### src/hw/rtl/bdc_pkg.sv
// Shared types and constants for the button debounce and click detector.
`default_nettype none

package bdc_pkg;

    localparam int unsigned TIME_W = 32;
    localparam int unsigned CFG_W  = 16;
    localparam int unsigned IDX_W  = 2;
    localparam int unsigned CLK_W  = 2;

    // Register indexes on the configuration port
    localparam logic [IDX_W-1:0] REG_DEBOUNCE_MS    = 2'd0;
    localparam logic [IDX_W-1:0] REG_CLICK_WINDOW   = 2'd1;
    localparam logic [IDX_W-1:0] REG_DOUBLE_TIMEOUT = 2'd2;

    // Register values after reset
    localparam logic [CFG_W-1:0] RST_DEBOUNCE_MS    = 16'd50;
    localparam logic [CFG_W-1:0] RST_CLICK_WINDOW   = 16'd700;
    localparam logic [CFG_W-1:0] RST_DOUBLE_TIMEOUT = 16'd700;

    // Click count at which a double click is declared
    localparam logic [CLK_W-1:0] CLICKS_DOUBLE = 2'd2;

    typedef struct packed {
        logic pin_level;
        logic ack_press;
        logic ack_release;
        logic ack_double;
        logic clear_all;
    } t_item;

    typedef struct packed {
        logic              held;
        logic              press_event;
        logic              release_event;
        logic              double_event;
        logic [TIME_W-1:0] press_length;
        logic [TIME_W-1:0] press_timestamp;
    } t_result;

    typedef struct packed {
        logic [CFG_W-1:0] debounce_ms;
        logic [CFG_W-1:0] click_window;
        logic [CFG_W-1:0] double_timeout;
    } t_cfg;

endpackage

`default_nettype wire

### src/hw/rtl/bdc_state.sv
// Debounce, edge, click state and the per-tick update logic.
`default_nettype none

module bdc_state
    import bdc_pkg::*;
(
    input  wire logic    i_clk,
    input  wire logic    i_rst_n,
    input  wire logic    i_step,
    input  wire t_item   i_item,
    input  wire t_cfg    i_cfg,
    output t_result      o_result
);

    logic [TIME_W-1:0] r_now, n_now;
    logic              r_raw_prev, n_raw_prev;
    logic              r_stable, n_stable;
    logic [TIME_W-1:0] r_change_time, n_change_time;
    logic              r_press_flag, n_press_flag;
    logic              r_release_flag, n_release_flag;
    logic [TIME_W-1:0] r_press_start, n_press_start;
    logic [TIME_W-1:0] r_last_press, n_last_press;
    logic [TIME_W-1:0] r_last_duration, n_last_duration;
    logic [TIME_W-1:0] r_last_click, n_last_click;
    logic [CLK_W-1:0]  r_clicks, n_clicks;
    logic              r_double_flag, n_double_flag;

    logic              raw;
    logic              edge_seen;
    logic              consec;
    logic [CLK_W-1:0]  clicks_inc;
    logic [TIME_W-1:0] since_change;
    logic [TIME_W-1:0] since_click;
    logic [TIME_W-1:0] idle_time;
    logic [TIME_W-1:0] held_time;

    // Values after the debounce and edge update, before acknowledges
    logic              m_press_flag;
    logic              m_release_flag;
    logic [TIME_W-1:0] m_last_duration;
    logic [CLK_W-1:0]  m_clicks;
    logic              m_double_flag;

    always_comb begin
        raw           = ~i_item.pin_level;
        n_now         = r_now + 32'd1;
        n_raw_prev    = raw;
        n_change_time = (raw != r_raw_prev) ? r_now : r_change_time;
        since_change  = r_now - n_change_time;
        edge_seen     = (since_change > {16'd0, i_cfg.debounce_ms}) && (raw != r_stable);
        n_stable      = edge_seen ? raw : r_stable;

        m_press_flag    = r_press_flag;
        m_release_flag  = r_release_flag;
        m_last_duration = r_last_duration;
        m_clicks        = r_clicks;
        m_double_flag   = r_double_flag;
        n_press_start   = r_press_start;
        n_last_press    = r_last_press;
        n_last_click    = r_last_click;

        since_click = r_now - r_last_click;
        consec      = since_click < {16'd0, i_cfg.click_window};
        clicks_inc  = r_clicks + 2'd1;

        if (edge_seen && raw) begin
            m_press_flag  = 1'b1;
            n_press_start = r_now;
            n_last_press  = r_now;
        end else if (edge_seen) begin
            m_release_flag  = 1'b1;
            m_last_duration = r_now - r_press_start;
            if (consec) begin
                if (clicks_inc >= CLICKS_DOUBLE) begin
                    m_double_flag = 1'b1;
                    m_clicks      = '0;
                end else begin
                    m_clicks = clicks_inc;
                end
            end else begin
                m_clicks = 2'd1;
            end
            n_last_click = r_now;
        end

        held_time = r_now - n_press_start;

        o_result.held            = n_stable;
        o_result.press_event     = m_press_flag;
        o_result.release_event   = m_release_flag;
        o_result.double_event    = m_double_flag;
        o_result.press_length    = n_stable ? held_time : m_last_duration;
        o_result.press_timestamp = n_last_press;

        // Apply acknowledges after the result is formed
        idle_time       = r_now - n_last_click;
        n_press_flag    = m_press_flag & ~i_item.ack_press;
        n_release_flag  = m_release_flag & ~i_item.ack_release;
        n_double_flag   = m_double_flag & ~i_item.ack_double;
        n_clicks        = m_clicks;
        n_last_duration = m_last_duration;
        if (i_item.ack_double && (idle_time > {16'd0, i_cfg.double_timeout})) begin
            n_clicks = '0;
        end
        if (i_item.clear_all) begin
            n_press_flag    = 1'b0;
            n_release_flag  = 1'b0;
            n_double_flag   = 1'b0;
            n_clicks        = '0;
            n_last_duration = '0;
        end
    end

    always_ff @(posedge i_clk) begin
        if (!i_rst_n) begin
            r_now           <= '0;
            r_raw_prev      <= 1'b0;
            r_stable        <= 1'b0;
            r_change_time   <= '0;
            r_press_flag    <= 1'b0;
            r_release_flag  <= 1'b0;
            r_press_start   <= '0;
            r_last_press    <= '0;
            r_last_duration <= '0;
            r_last_click    <= '0;
            r_clicks        <= '0;
            r_double_flag   <= 1'b0;
        end else if (i_step) begin
            r_now           <= n_now;
            r_raw_prev      <= n_raw_prev;
            r_stable        <= n_stable;
            r_change_time   <= n_change_time;
            r_press_flag    <= n_press_flag;
            r_release_flag  <= n_release_flag;
            r_press_start   <= n_press_start;
            r_last_press    <= n_last_press;
            r_last_duration <= n_last_duration;
            r_last_click    <= n_last_click;
            r_clicks        <= n_clicks;
            r_double_flag   <= n_double_flag;
        end
    end

    a_clear_all: assert property (@(posedge i_clk) disable iff (!i_rst_n)
        i_step && i_item.clear_all |=>
            !r_press_flag && !r_release_flag && !r_double_flag && (r_clicks == '0)
            && (r_last_duration == '0))
        else $error("clear_all left event state behind");

    a_clicks_range: assert property (@(posedge i_clk) disable iff (!i_rst_n)
        r_clicks < CLICKS_DOUBLE)
        else $error("click count reached the double-click value");

    a_tick_advance: assert property (@(posedge i_clk) disable iff (!i_rst_n)
        i_step |=> r_now == $past(r_now) + 32'd1)
        else $error("millisecond counter failed to advance on an item");

endmodule

`default_nettype wire

### src/hw/rtl/button_debounce_click_detector.sv
// Top level: handshake registers, configuration registers and the state core.
//
// Use: each input item is one millisecond tick carrying the raw active-low pin
// sample and the acknowledge bits (ack_press, ack_release, ack_double,
// clear_all). Every input item produces exactly one result item with the
// debounced level, the three sticky event flags, the press length and the
// time stamp of the last press.
// Channels: input and output use valid/ready; an item moves on a rising edge
// with both high. Configuration is a plain write port (i_cfg_we, i_cfg_index,
// i_cfg_data); only the low 16 bits matter and an index past the last
// register is ignored. Write configuration only while the block is idle.
// Path: an accepted item sits in the input register until the output register
// is free or draining, is then evaluated by the state core and lands in the
// output register.
// Throughput: one item per cycle while the receiver keeps ready high. The only
// loop is the tick state update, made of compares and 32-bit subtractions.
// Stall: when the receiver holds ready low, the result stays in the output
// register, one more item waits in the input register, and then input ready
// drops; nothing is lost or repeated.
// Reset: synchronous, active low; both registers empty, the millisecond
// counter and all event state zero, registers back to 50/700/700.
`default_nettype none

module button_debounce_click_detector
    import bdc_pkg::*;
(
    input  wire logic               i_clk,
    input  wire logic               i_rst_n,
    input  wire logic               i_in_valid,
    output      logic               o_in_ready,
    input  wire logic               i_pin_level,
    input  wire logic               i_ack_press,
    input  wire logic               i_ack_release,
    input  wire logic               i_ack_double,
    input  wire logic               i_clear_all,
    output      logic               o_out_valid,
    input  wire logic               i_out_ready,
    output      logic               o_held,
    output      logic               o_press_event,
    output      logic               o_release_event,
    output      logic               o_double_event,
    output      logic [TIME_W-1:0]  o_press_length,
    output      logic [TIME_W-1:0]  o_press_timestamp,
    input  wire logic               i_cfg_we,
    input  wire logic [IDX_W-1:0]   i_cfg_index,
    input  wire logic [CFG_W-1:0]   i_cfg_data
);

    logic    r_in_valid;
    t_item   r_in_item;
    logic    r_out_valid;
    t_result r_out_result;
    t_cfg    r_cfg;
    t_result step_result;
    logic    step;
    logic    in_accept;

    // Advance the held item whenever the output register is free or draining
    assign step       = r_in_valid && (!r_out_valid || i_out_ready);
    assign o_in_ready = !r_in_valid || step;
    assign in_accept  = i_in_valid && o_in_ready;

    always_ff @(posedge i_clk) begin
        if (!i_rst_n) begin
            r_in_valid <= 1'b0;
        end else if (in_accept) begin
            r_in_valid <= 1'b1;
        end else if (step) begin
            r_in_valid <= 1'b0;
        end
    end

    always_ff @(posedge i_clk) begin
        if (in_accept) begin
            r_in_item.pin_level   <= i_pin_level;
            r_in_item.ack_press   <= i_ack_press;
            r_in_item.ack_release <= i_ack_release;
            r_in_item.ack_double  <= i_ack_double;
            r_in_item.clear_all   <= i_clear_all;
        end
    end

    // Configuration registers
    always_ff @(posedge i_clk) begin
        if (!i_rst_n) begin
            r_cfg.debounce_ms    <= RST_DEBOUNCE_MS;
            r_cfg.click_window   <= RST_CLICK_WINDOW;
            r_cfg.double_timeout <= RST_DOUBLE_TIMEOUT;
        end else if (i_cfg_we) begin
            case (i_cfg_index)
                REG_DEBOUNCE_MS:    r_cfg.debounce_ms    <= i_cfg_data;
                REG_CLICK_WINDOW:   r_cfg.click_window   <= i_cfg_data;
                REG_DOUBLE_TIMEOUT: r_cfg.double_timeout <= i_cfg_data;
                default: begin
                end
            endcase
        end
    end

    bdc_state u_state (
        .i_clk    (i_clk),
        .i_rst_n  (i_rst_n),
        .i_step   (step),
        .i_item   (r_in_item),
        .i_cfg    (r_cfg),
        .o_result (step_result)
    );

    // Output register: load on step, drop once taken
    always_ff @(posedge i_clk) begin
        if (!i_rst_n) begin
            r_out_valid <= 1'b0;
        end else if (step) begin
            r_out_valid <= 1'b1;
        end else if (i_out_ready) begin
            r_out_valid <= 1'b0;
        end
    end

    always_ff @(posedge i_clk) begin
        if (step) begin
            r_out_result <= step_result;
        end
    end

    assign o_out_valid       = r_out_valid;
    assign o_held            = r_out_result.held;
    assign o_press_event     = r_out_result.press_event;
    assign o_release_event   = r_out_result.release_event;
    assign o_double_event    = r_out_result.double_event;
    assign o_press_length    = r_out_result.press_length;
    assign o_press_timestamp = r_out_result.press_timestamp;

    a_step_loads_out: assert property (@(posedge i_clk) disable iff (!i_rst_n)
        step |=> r_out_valid)
        else $error("evaluated item did not reach the output register");

    a_empty_ready: assert property (@(posedge i_clk) disable iff (!i_rst_n)
        !r_in_valid |-> o_in_ready)
        else $error("input ready low with an empty input register");

    a_stall_holds: assert property (@(posedge i_clk) disable iff (!i_rst_n)
        r_out_valid && !i_out_ready && r_in_valid |-> !step && !o_in_ready)
        else $error("pipeline advanced into a stalled output register");

endmodule

`default_nettype wire

### config.mk
export PLATFORM = sky130hd
export DESIGN_NAME = button_debounce_click_detector
export DESIGN_NICKNAME = d
export VERILOG_FILES = /design/src/hw/rtl/bdc_pkg.sv /design/src/hw/rtl/bdc_state.sv /design/src/hw/rtl/button_debounce_click_detector.sv
export SDC_FILE = /design/constraint.sdc
export NUM_CORES = 1
export LEC_CHECK = 0
export BUFFER_PORTS_ARGS = -buffer_cell sky130_fd_sc_hd__clkbuf_2
export CAP_MARGIN = 20
export CORE_MARGIN = 2
export CORE_UTILIZATION = 40
export DETAILED_ROUTE_END_ITERATION = 8
export GPL_TIMING_DRIVEN = 0
export SLEW_MARGIN = 20
export SYNTH_ARGS = -nofsm -noshare
export SYNTH_HDL_FRONTEND = slang
export SYNTH_SLANG_ARGS = --single-unit
### constraint.sdc
create_clock -name i_clk -period 15.72 [get_ports i_clk]
set_input_delay 3.144 -clock i_clk [delete_from_list [all_inputs] [get_ports i_clk]]
set_output_delay 3.144 -clock i_clk [all_outputs]
set_load 0.03 [all_outputs]
# Word-level counts from Yosys, hierarchy flattened
# Cells that the tools add are included.
[word_totals]
ff_bits = 322
out_inout_bits = 70
wordCells = 98
[op_classes]
addsub = 7
magnitude_cmp = 4
n_eq_ne = 5
n_mux = 30
bitwise = 7
n_reduce_logical = 17
[op_table]
columns = ["op", "count"]
rows = [
  ["2-to-1 mux 32 bit", 9],
  ["subtractor 32 bit", 5],
  ["greater-than comparator 32 x 16 -> 1 bit", 2],
  ["adder 32 x 1 -> 32 bit, second input constant", 1],
  ["< comparator 32 x 16 -> 1 bit", 1],
  ["2-to-1 mux 1 bit", 15],
  ["2-to-1 mux 2 bit", 6],
  ["AND reduction 2 bit", 3],
  ["logical AND 1 bit", 5],
  ["NOT 1 bit", 4],
  ["nonzero test 2 bit", 2],
  ["AND 1 bit", 3],
  ["!= test 3 bit, second input constant", 1],
  ["AND reduction 3 bit", 1],
  ["nonzero test 3 bit", 1],
  ["adder 2 x 1 -> 2 bit, second input constant", 1],
  ["== test 2 x 1 -> 1 bit, second input constant", 1],
  ["== test 2 bit, second input constant", 1],
  [">= comparator 2 bit, second input constant", 1],
  ["logical NOT 1 bit", 2],
  ["logical NOT 2 bit", 1],
  ["logical OR 1 bit", 2],
  ["!= test 1 bit", 2],
]

# Logic depth before layout (Yosys ltp)
# Gate-level depths: netlist of run 1.
[depth]
depth_word = 13
depth_mapped = 67
mapped_depth_nobuf = 60

# By module
# From an unflattened synthesis of run 1, not the netlist that was laid out.
[unflattened]
hier_cells = 2931
hier_area_um2 = 23431.2
[modules_own_cells]
columns = ["mod", "instances", "cells_per_inst", "area_per_inst_um2", "seq_area_each_um2"]
rows = [
  ["bdc_state", 1, 2666, 19281.0, 3983.8],
  ["button_debounce_click_detector", 1, 265, 4150.2, 3193.1],
]

# Worst setup path before layout of run 1
# OpenSTA, ideal clock, no wires.
[synth_path]
kind = "register -> register"
from = "reg r_in_item[4] (netlist name)"
to = "reg u_state.r_clicks[1]"
arrival_time_ns = 10.944
required_ns = 15.619
slack_ns = 4.675
path_stages_with_launch = 64
n_path_buf = 7
synth_period_minus_slack_ns = 11.045
cell_sequence = "edfxtp_1 -> buf_2 -> xor2_2 -> buf_4 -> buf_4 -> clkbuf_1 -> mux2i_1 -> ha_1 -> a21o_1 -> a21o_1 -> a211oi_1 -> nand3_1 -> o21ai_1 -> xnor2_1 -> ha_1 -> nand4_1 -> nor2_1 -> and3_1 -> (+28 left out) -> nor2b_1 -> o21ai_0 -> nand2b_1 -> a21oi_1 -> nor2b_1 -> o21ai_0 -> nand2b_1 -> a221oi_1 -> a31oi_1 -> nor4_1 -> nand2_1 -> mux2i_1 -> o32ai_1 -> a211oi_2 -> nand3_1 -> nor3_1 -> nand4_1 -> a31oi_1"
[synth_via]
elab_chain_len = 13
word_cells_on_any_way = 18
cone_classes = "add/sub (2); order compare (2); eq/ne (3); mux (5); bitwise (1); reduce/logical (5)"
[synth_rtl]
columns = ["element", "line", "text"]
rows = [
  ["start, declared", "button_debounce_click_detector.sv:50", "t_item r_in_item;"],
  ["NOT 1 bit (*)", "bdc_state.sv:45", "raw = ~i_item.pin_level;"],
  ["!= test 1 bit", "bdc_state.sv:48", "n_change_time = (raw != r_raw_prev) ? r_now : r_change_time;"],
  ["2-to-1 mux 32 bit", "bdc_state.sv:48", ""],
  ["subtractor 32 bit", "bdc_state.sv:49", "since_change = r_now - n_change_time;"],
  ["greater-than comparator 32 x 16 -> 1 bit", "bdc_state.sv:50", "edge_seen = (since_change > {16'd0, i_cfg.debounce_ms}) && (raw != r_stable);"],
  ["logical AND 1 bit", "bdc_state.sv:50", ""],
  ["2-to-1 mux 32 bit / logical AND 1 bit (equally long branches)", "bdc_state.sv:70, bdc_state.sv:66", ""],
  ["2-to-1 mux 32 bit (*)", "bdc_state.sv:66", "if (edge_seen && raw) begin"],
  ["named net u_state.n_last_click[0]", "bdc_state.sv:24", "logic [TIME_W-1:0] r_last_click, n_last_click;"],
  ["subtractor 32 bit (*)", "bdc_state.sv:96", "idle_time = r_now - n_last_click;"],
  ["greater-than comparator 32 x 16 -> 1 bit (*)", "bdc_state.sv:102", "if (i_item.ack_double && (idle_time > {16'd0, i_cfg.double_timeout})) begin"],
  ["logical AND 1 bit (*)", "bdc_state.sv:102", ""],
  ["!= test 3 bit (no source line) (tied with other cells)", "n/a", ""],
  ["AND reduction 3 bit (no source line) / 2-to-1 mux 2 bit (equally long branches)", "n/a", ""],
  ["end signal, assigned", "bdc_state.sv:139", "r_clicks <= n_clicks;"],
  ["end, declared", "bdc_state.sv:25", "logic [CLK_W-1:0] r_clicks, n_clicks;"],
]
# Mark *: on every way through the listed nets, which the timed path passes. The rest lies on a longest branch.
# A chain may end at the register's enable or synchronous reset.

# Worst setup path in the final report of run 1
# Ends and elaborated chain as after synthesis.

==> flow_summary.toml, run 1 <==
[status]
status = "completed"

[yosys]
synth_flop_cell = "dfxtp_1"
yosysSeqAreaShare = 0.311
netlist_instances = 2850
synthArstFlopShare = 0
ys_ff_latch = 322
synth_edf_count = 73
synth_top_area_share = 0.216
yosys.area.top_type = "dfxtp_1"
syn-num-nets = 3073
yosysWarnings = 0
syn_area_um2 = 23100
syn_avg_cell_area_um2 = 8.10
synth_cell_types = 85
netlist_top_cells_area = "dfxtp_1 (22%), ha_1 (10%), edfxtp_1 (9.5%)"

[worst_setup_path]
worst_ep_arrival_time_ns = 15.32
startpoint = "r_in_item[4]"
cp.required_ns = 16.21
reg2reg_slack_ns = 0.89
reg2reg_depth = 63
r2r_end = "u_state.r_clicks[1]"
cp-endpoint = "u_state.r_clicks[1]"
cp_common_cell = "o21ai_0"
slowest_stage = "nor4_2"
critical_path_peak_fanout = 10
crit_buf_inv = 9
crit_path_start_kind = "flip-flop"
crit_cells = 63
critPathTopFamily = "compound AO/OA/AOI/OAI gates"
slowest_delay_ns = 0.65
critical_path_class = "reg2reg"
regToRegStartpoint = "r_in_item[4]"
cp-end-kind = "flip-flop"

[placement]
hpwl_mm = 61.7
place_ws_ns = -0.129
dp.cells = 3712
port-buffer-count = 96
place.gp.congestion = 0.916

[finish]
antenna_cells = 0
multi_input_area_um2 = 14600
nFillCells = 5698
area_growth_pct = 12.2
final_util = 0.452
regArea_um2 = 7180
instances_no_fill = 3785
drive_above_1_share = 0.0811
nNetsFinal = 3213

[sta]
drv_slew = 0
skew_ns = 0.0233
period_share = 0.944
finalCriticalPeriod_ns = 14.83
setup_violations = 0
worst_pin_slew_ns = 1.14
finalSetupTns_ns = 0
slew_headroom = 0.238
fmax_ghz = 0.0674
fin_ws_ns = 0.888
hold_violations = 0

[floorplanning]
num_rows = 88
start_util = 0.402
io_pins = 98
core_area_um2 = 57400
die_h_um = 244
die_w_um = 244
die_area_um2 = 59600

[detailed_routing]
drc = 0
vias = 21200
wl_mm = 78.5
wl_per_cell_um = 20.7
via_per_inst = 5.61
drtIter0Drc = 1599
ant_nets = 0
first_pass_iters = 5

[global_route]
grt_pass1_wl_mm = 118
grtUsageTotal = 0.256
grt_overflow_total = 0
first_global_vias = 20000
grt_antenna_before_repair = 0
grt_max_degree = 50

[power_and_ir_drop]
p_leak_nw = 10.6
ir_drop_mv = 0.0673
p_per_area_nw_per_um2 = 81.4
power_mw = 2.11

[cts]
numCtsBuffers = 39
postCtsHoldBufs = 0
cts.sinks = 322
clockBufferDepth = 3
h-tree-depth = 2
cts_tree = "done"
clk_latency_ns = 0.58
root_buffer = "clkbuf_16"
clk_pin_slew_ns = 0.06

[flow_run]
drv_cap = 0

[min_path]
min_path_type = "reg2reg"
-- power by group --
part	switching [mW]	total (mW)	internal [mW]	leakage, nW
registers	0.00844	0.874	0.866	2.69
logic	0.191	0.293	0.102	7.26
clock network	0.381	0.942	0.561	0.644
total	0.581	2.11	1.53	10.6
-- cell usage in the layout, fill, tap and decap left out, drive strengths merged, types with 12 or more instances in the layout --
cell type / count
nor3: 32
xor2: 37
nor2b: 42
clkbuf: 278
o21a: 25
nand2: 462
edfxtp: 73
ha: 191
a21boi: 162
nand3b: 16
nor2: 157
a31oi: 30
o211a: 22
a211oi: 17
o211ai: 26
and2: 63
or3: 16
clkinv: 12
dfxtp: 249
mux2i: 77
o21ai: 150
nand2b: 34
o21bai: 17
a21o: 54
nand4: 28
and3: 22
a22oi: 13
nand3: 62
xnor2: 103
a21oi: 164
buf: 25
inv: 179
mux2: 32
-- how the worst min path moves through the flow --
stage / start / endpoint / cells past startpoint
6_report: u_state.r_last_press[19] / u_state.r_last_press[19] / 2
5_1_grt: r_cfg[12] / r_cfg[12] / 2
4_1_cts: u_state.r_last_press[19] / u_state.r_last_press[19] / 2
3_5_place_dp: u_state.r_last_press[19] / u_state.r_last_press[19] / 2
3_3_place_gp: u_state.r_clicks[1] / u_state.r_clicks[1] / 2
2_1_floorplan: u_state.r_clicks[1] / u_state.r_clicks[1] / 2
-- cell families after synthesis --
| kind of cell | share of synthesized area |
|---|---|
| XOR/XNOR | 0.0538 |
| AND/OR/NAND/NOR | 0.195 |
| AO/OA/AOI/OAI | 0.226 |
| buffers and inverters | 0.0551 |
| flip-flops | 0.311 |
| adder cells (fa/ha/maj) | 0.110 |
| multiplexers | 0.0490 |
-- what timing repair did --
action,CTS,global route
pin swaps,0,1
gates resized for setup,1,11
setup endpoints to repair,2,2
endpoints found under the hold margin,0,0
setup buffers,0,3
-- layout make-up --
type | count | area share
multi-input combinational | 2197 | 0.565
clock inverter | 22 | 0.0102
timing repair buffer | 100 | 0.0205
tap | 765 | 0.0369
buffer | 154 | 0.0238
inverter | 176 | 0.0255
clock buffer | 49 | 0.0407
sequential | 322 | 0.277
-- worst register-to-register path: cells and delay by family, from the launching register on --
family / cells / cell delay, ns
fa+ha+maj: 5 / 1.60
compound gates: 23 / 5.33
mux: 2 / 0.51
simple gates: 22 / 3.66
xor+xnor: 2 / 0.57
flops: 1 / 0.44
buf+inv: 9 / 2.71
-- state kept, by name, summed over array words and instances, names as in the netlist --
name,cells
u_state.r_raw_prev,1
o_press_timestamp,32
r_in_valid,1
r_cfg,48
u_state.r_double_flag,1
u_state.r_now,32
u_state.r_press_start,32
r_in_item,5
o_press_event,1
u_state.r_last_duration,32
u_state.r_press_flag,1
o_release_event,1
u_state.r_last_press,32
o_held,1
u_state.r_change_time,32
u_state.r_stable,1
u_state.r_last_click,32
o_out_valid,1
u_state.r_clicks,2
o_double_event,1
u_state.r_release_flag,1
o_press_length,32
-- routing by layer --
metal	up-vias	wire, um	GRT usage	part of all wire
li1	10300	-	-	-
met1	10100	35600	0.345	0.45
met2	712	35900	0.425	0.46
met3	122	4560	0.0323	0.058
met4	0	2420	0.0816	0.031
met5	-	0	0	0
-- cells in the mapped netlist (73+ instances only) --
master and n:
nand2_1 462, dfxtp_1 249, ha_1 191, inv_1 176, a21oi_1 162, a21boi_0 159
nor2_1 157, o21ai_0 139, clkbuf_1 133, xnor2_1 102, mux2i_1 77, edfxtp_1 73
-- through the flow --
step                area, um2  hold slack (ns)
floorplan               23100            0.424
global placement        24500            0.438
detailed placement      24600            0.455
CTS                     25900            0.464
global route            25900            0.482
finish                  25900            0.461
(Power assumes the default switching activity.)
==> run 2, diff against run 1 <==
Settings changed: CORE_ASPECT_RATIO from default to 0.5.
==> flow_summary.toml, run 2 (synthesis gave the netlist of run 1 again) <==
[status]
status = "completed"

[sta]
fin_ws_ns = 0.735
grt_setup_unrepaired = "no"
drv_slew = 0
hold_violations = 0
worst_pin_slew_ns = 1.04
setup_violations = 0
period_share = 0.953
slew_headroom = 0.303
skew_ns = 0.0317
fmax_ghz = 0.0667
finalCriticalPeriod_ns = 14.98

[placement]
place.gp.congestion = 0.917
place_ws_ns = -0.0135
hpwl_mm = 60.7
place_area_um2 = 24600
dp.cells = 3715
port-buffer-count = 96

[worst_setup_path]
critical_path_peak_fanout = 10
regToRegStartpoint = "r_in_item[4]"
r2r_end = "u_state.r_clicks[0]"
reg2reg_depth = 60
critical_path_class = "reg2reg"
startpoint = "r_in_item[4]"
reg2reg_slack_ns = 0.74
cp-end-kind = "flip-flop"
crit_path_start_kind = "flip-flop"
cp-endpoint = "u_state.r_clicks[0]"
cp_common_cell = "a21oi_1"
crit_cells = 60
crit_buf_inv = 8
critPathTopFamily = "compound AO/OA/AOI/OAI gates"
worst_ep_arrival_time_ns = 15.46
cp.required_ns = 16.19
slowest_delay_ns = 0.80
slowest_stage = "clkbuf_1"

[finish]
instances_no_fill = 3777
layout_common_cells = "nand2_1 (462), dfxtp_1 (249), ha_1 (191)"
design_area_um2 = 25700
top_register = "r_cfg"
nNetsFinal = 3206
drive_above_1_share = 0.0781
nFillCells = 5727
largest_register_ffs = 48
final_common_cell = "nand2_1"
area_growth_pct = 11.4
final_util = 0.450
antenna_cells = 0

[detailed_routing]
wl_per_cell_um = 20.5
routed-wl-met2_mm = 31.1
first_pass_iters = 6
wl_mm = 77.5
vias = 21200
top_layer_used = "met4"
wl_met1_mm = 37.7
ant_nets = 0
via_per_inst = 5.62
met3_length_mm = 7.40
drtIter0Drc = 2048
drc = 0

[power_and_ir_drop]
p_per_area_nw_per_um2 = 78.5
power_switching_mw = 0.579
p_leak_nw = 10.5
p_comb_frac = 0.145
p_int_mw = 1.44
clkPwrFrac = 0.422
ir_drop_mv = 0.0727
seq_power_share = 0.432
p_sw_frac = 0.286
power_mw = 2.02

[floorplanning]
num_rows = 62
die_w_um = 344
die_h_um = 174
die_area_um2 = 59800
start_util = 0.404
io_pins = 98
core_area_um2 = 57200

[cts]
root_buffer = "clkbuf_16"
numCtsBuffers = 34
h-tree-depth = 2
clk_latency_ns = 0.57
postCtsHoldBufs = 0
clockBufferDepth = 3
clk_pin_slew_ns = 0.07
cts_tree = "done"
cts.sinks = 322

[global_route]
grt_pass1_wl_mm = 116
grt_antenna_before_repair = 1
first_global_vias = 19500
grtUsageTotal = 0.253
grt_max_degree = 41
grt_overflow_total = 0

[min_path]
min_path_type = "reg2reg"
holdCritStartpoint = "u_state.r_clicks[1]"

[flow_run]
drv_cap = 0
[run 2: final cells by class]
cell class | count | area (um2) | share of cell area
repair buffers | 97 | 500 | 0.0195
inverters | 176 | 661 | 0.0257
plain buffers | 155 | 619 | 0.0241
flip-flops and latches | 322 | 7180 | 0.279
clock inverters | 16 | 175 | 0.00681
multi-input cells | 2197 | 14700 | 0.570
clock buffers | 46 | 968 | 0.0377
well taps | 768 | 961 | 0.0374
[run 2: stage by stage]
stage          TNS, ns  hold slack, ns
6_report             0           0.452
5_1_grt              0           0.472
4_1_cts              0           0.447
3_5_place_dp   -0.0237           0.437
3_3_place_gp   -0.0650           0.437
2_1_floorplan        0           0.424
[run 2: repair_timing]
item                       CTS  global route
resized for setup            1             9
setup endpoints to repair    2             2
buffers inserted             0             0
[run 2: worst min-delay path: cells and delay by family, from the launching register on]
family           cells  cell delay [ns]
flip-flops           1             0.31
AO/OA/AOI/OAI        1             0.04
AND/OR/NAND/NOR      1             0.06
[run 2: metal layers]
metal / track usage / vias up
met2: 0.365 / 812
met1: 0.389 / 10100
met3: 0.0478 / 83
li1: - / 10300
met5: 0 / -
met4: 0.0459 / 0
[run 2: power by group through the flow]
stage               clock network (mW)  registers, mW  logic (mW)
floorplan                            0          0.909       0.178
global placement                     0          0.893       0.284
detailed placement                   0          0.892       0.287
CTS                              0.862          0.873       0.289
global route                     0.899          0.875       0.317
finish                           0.853          0.873       0.293
[run 2: worst min path at each step]
stage                          endpoint  slack [ns]  depth (start not counted)
floorplan           u_state.r_clicks[1]        0.42                          2
finish              u_state.r_clicks[1]        0.45                          2
global route        u_state.r_clicks[1]        0.47                          2
global placement    u_state.r_clicks[1]        0.44                          2
CTS                 u_state.r_clicks[1]        0.45                          2
detailed placement  u_state.r_clicks[1]        0.44                          2
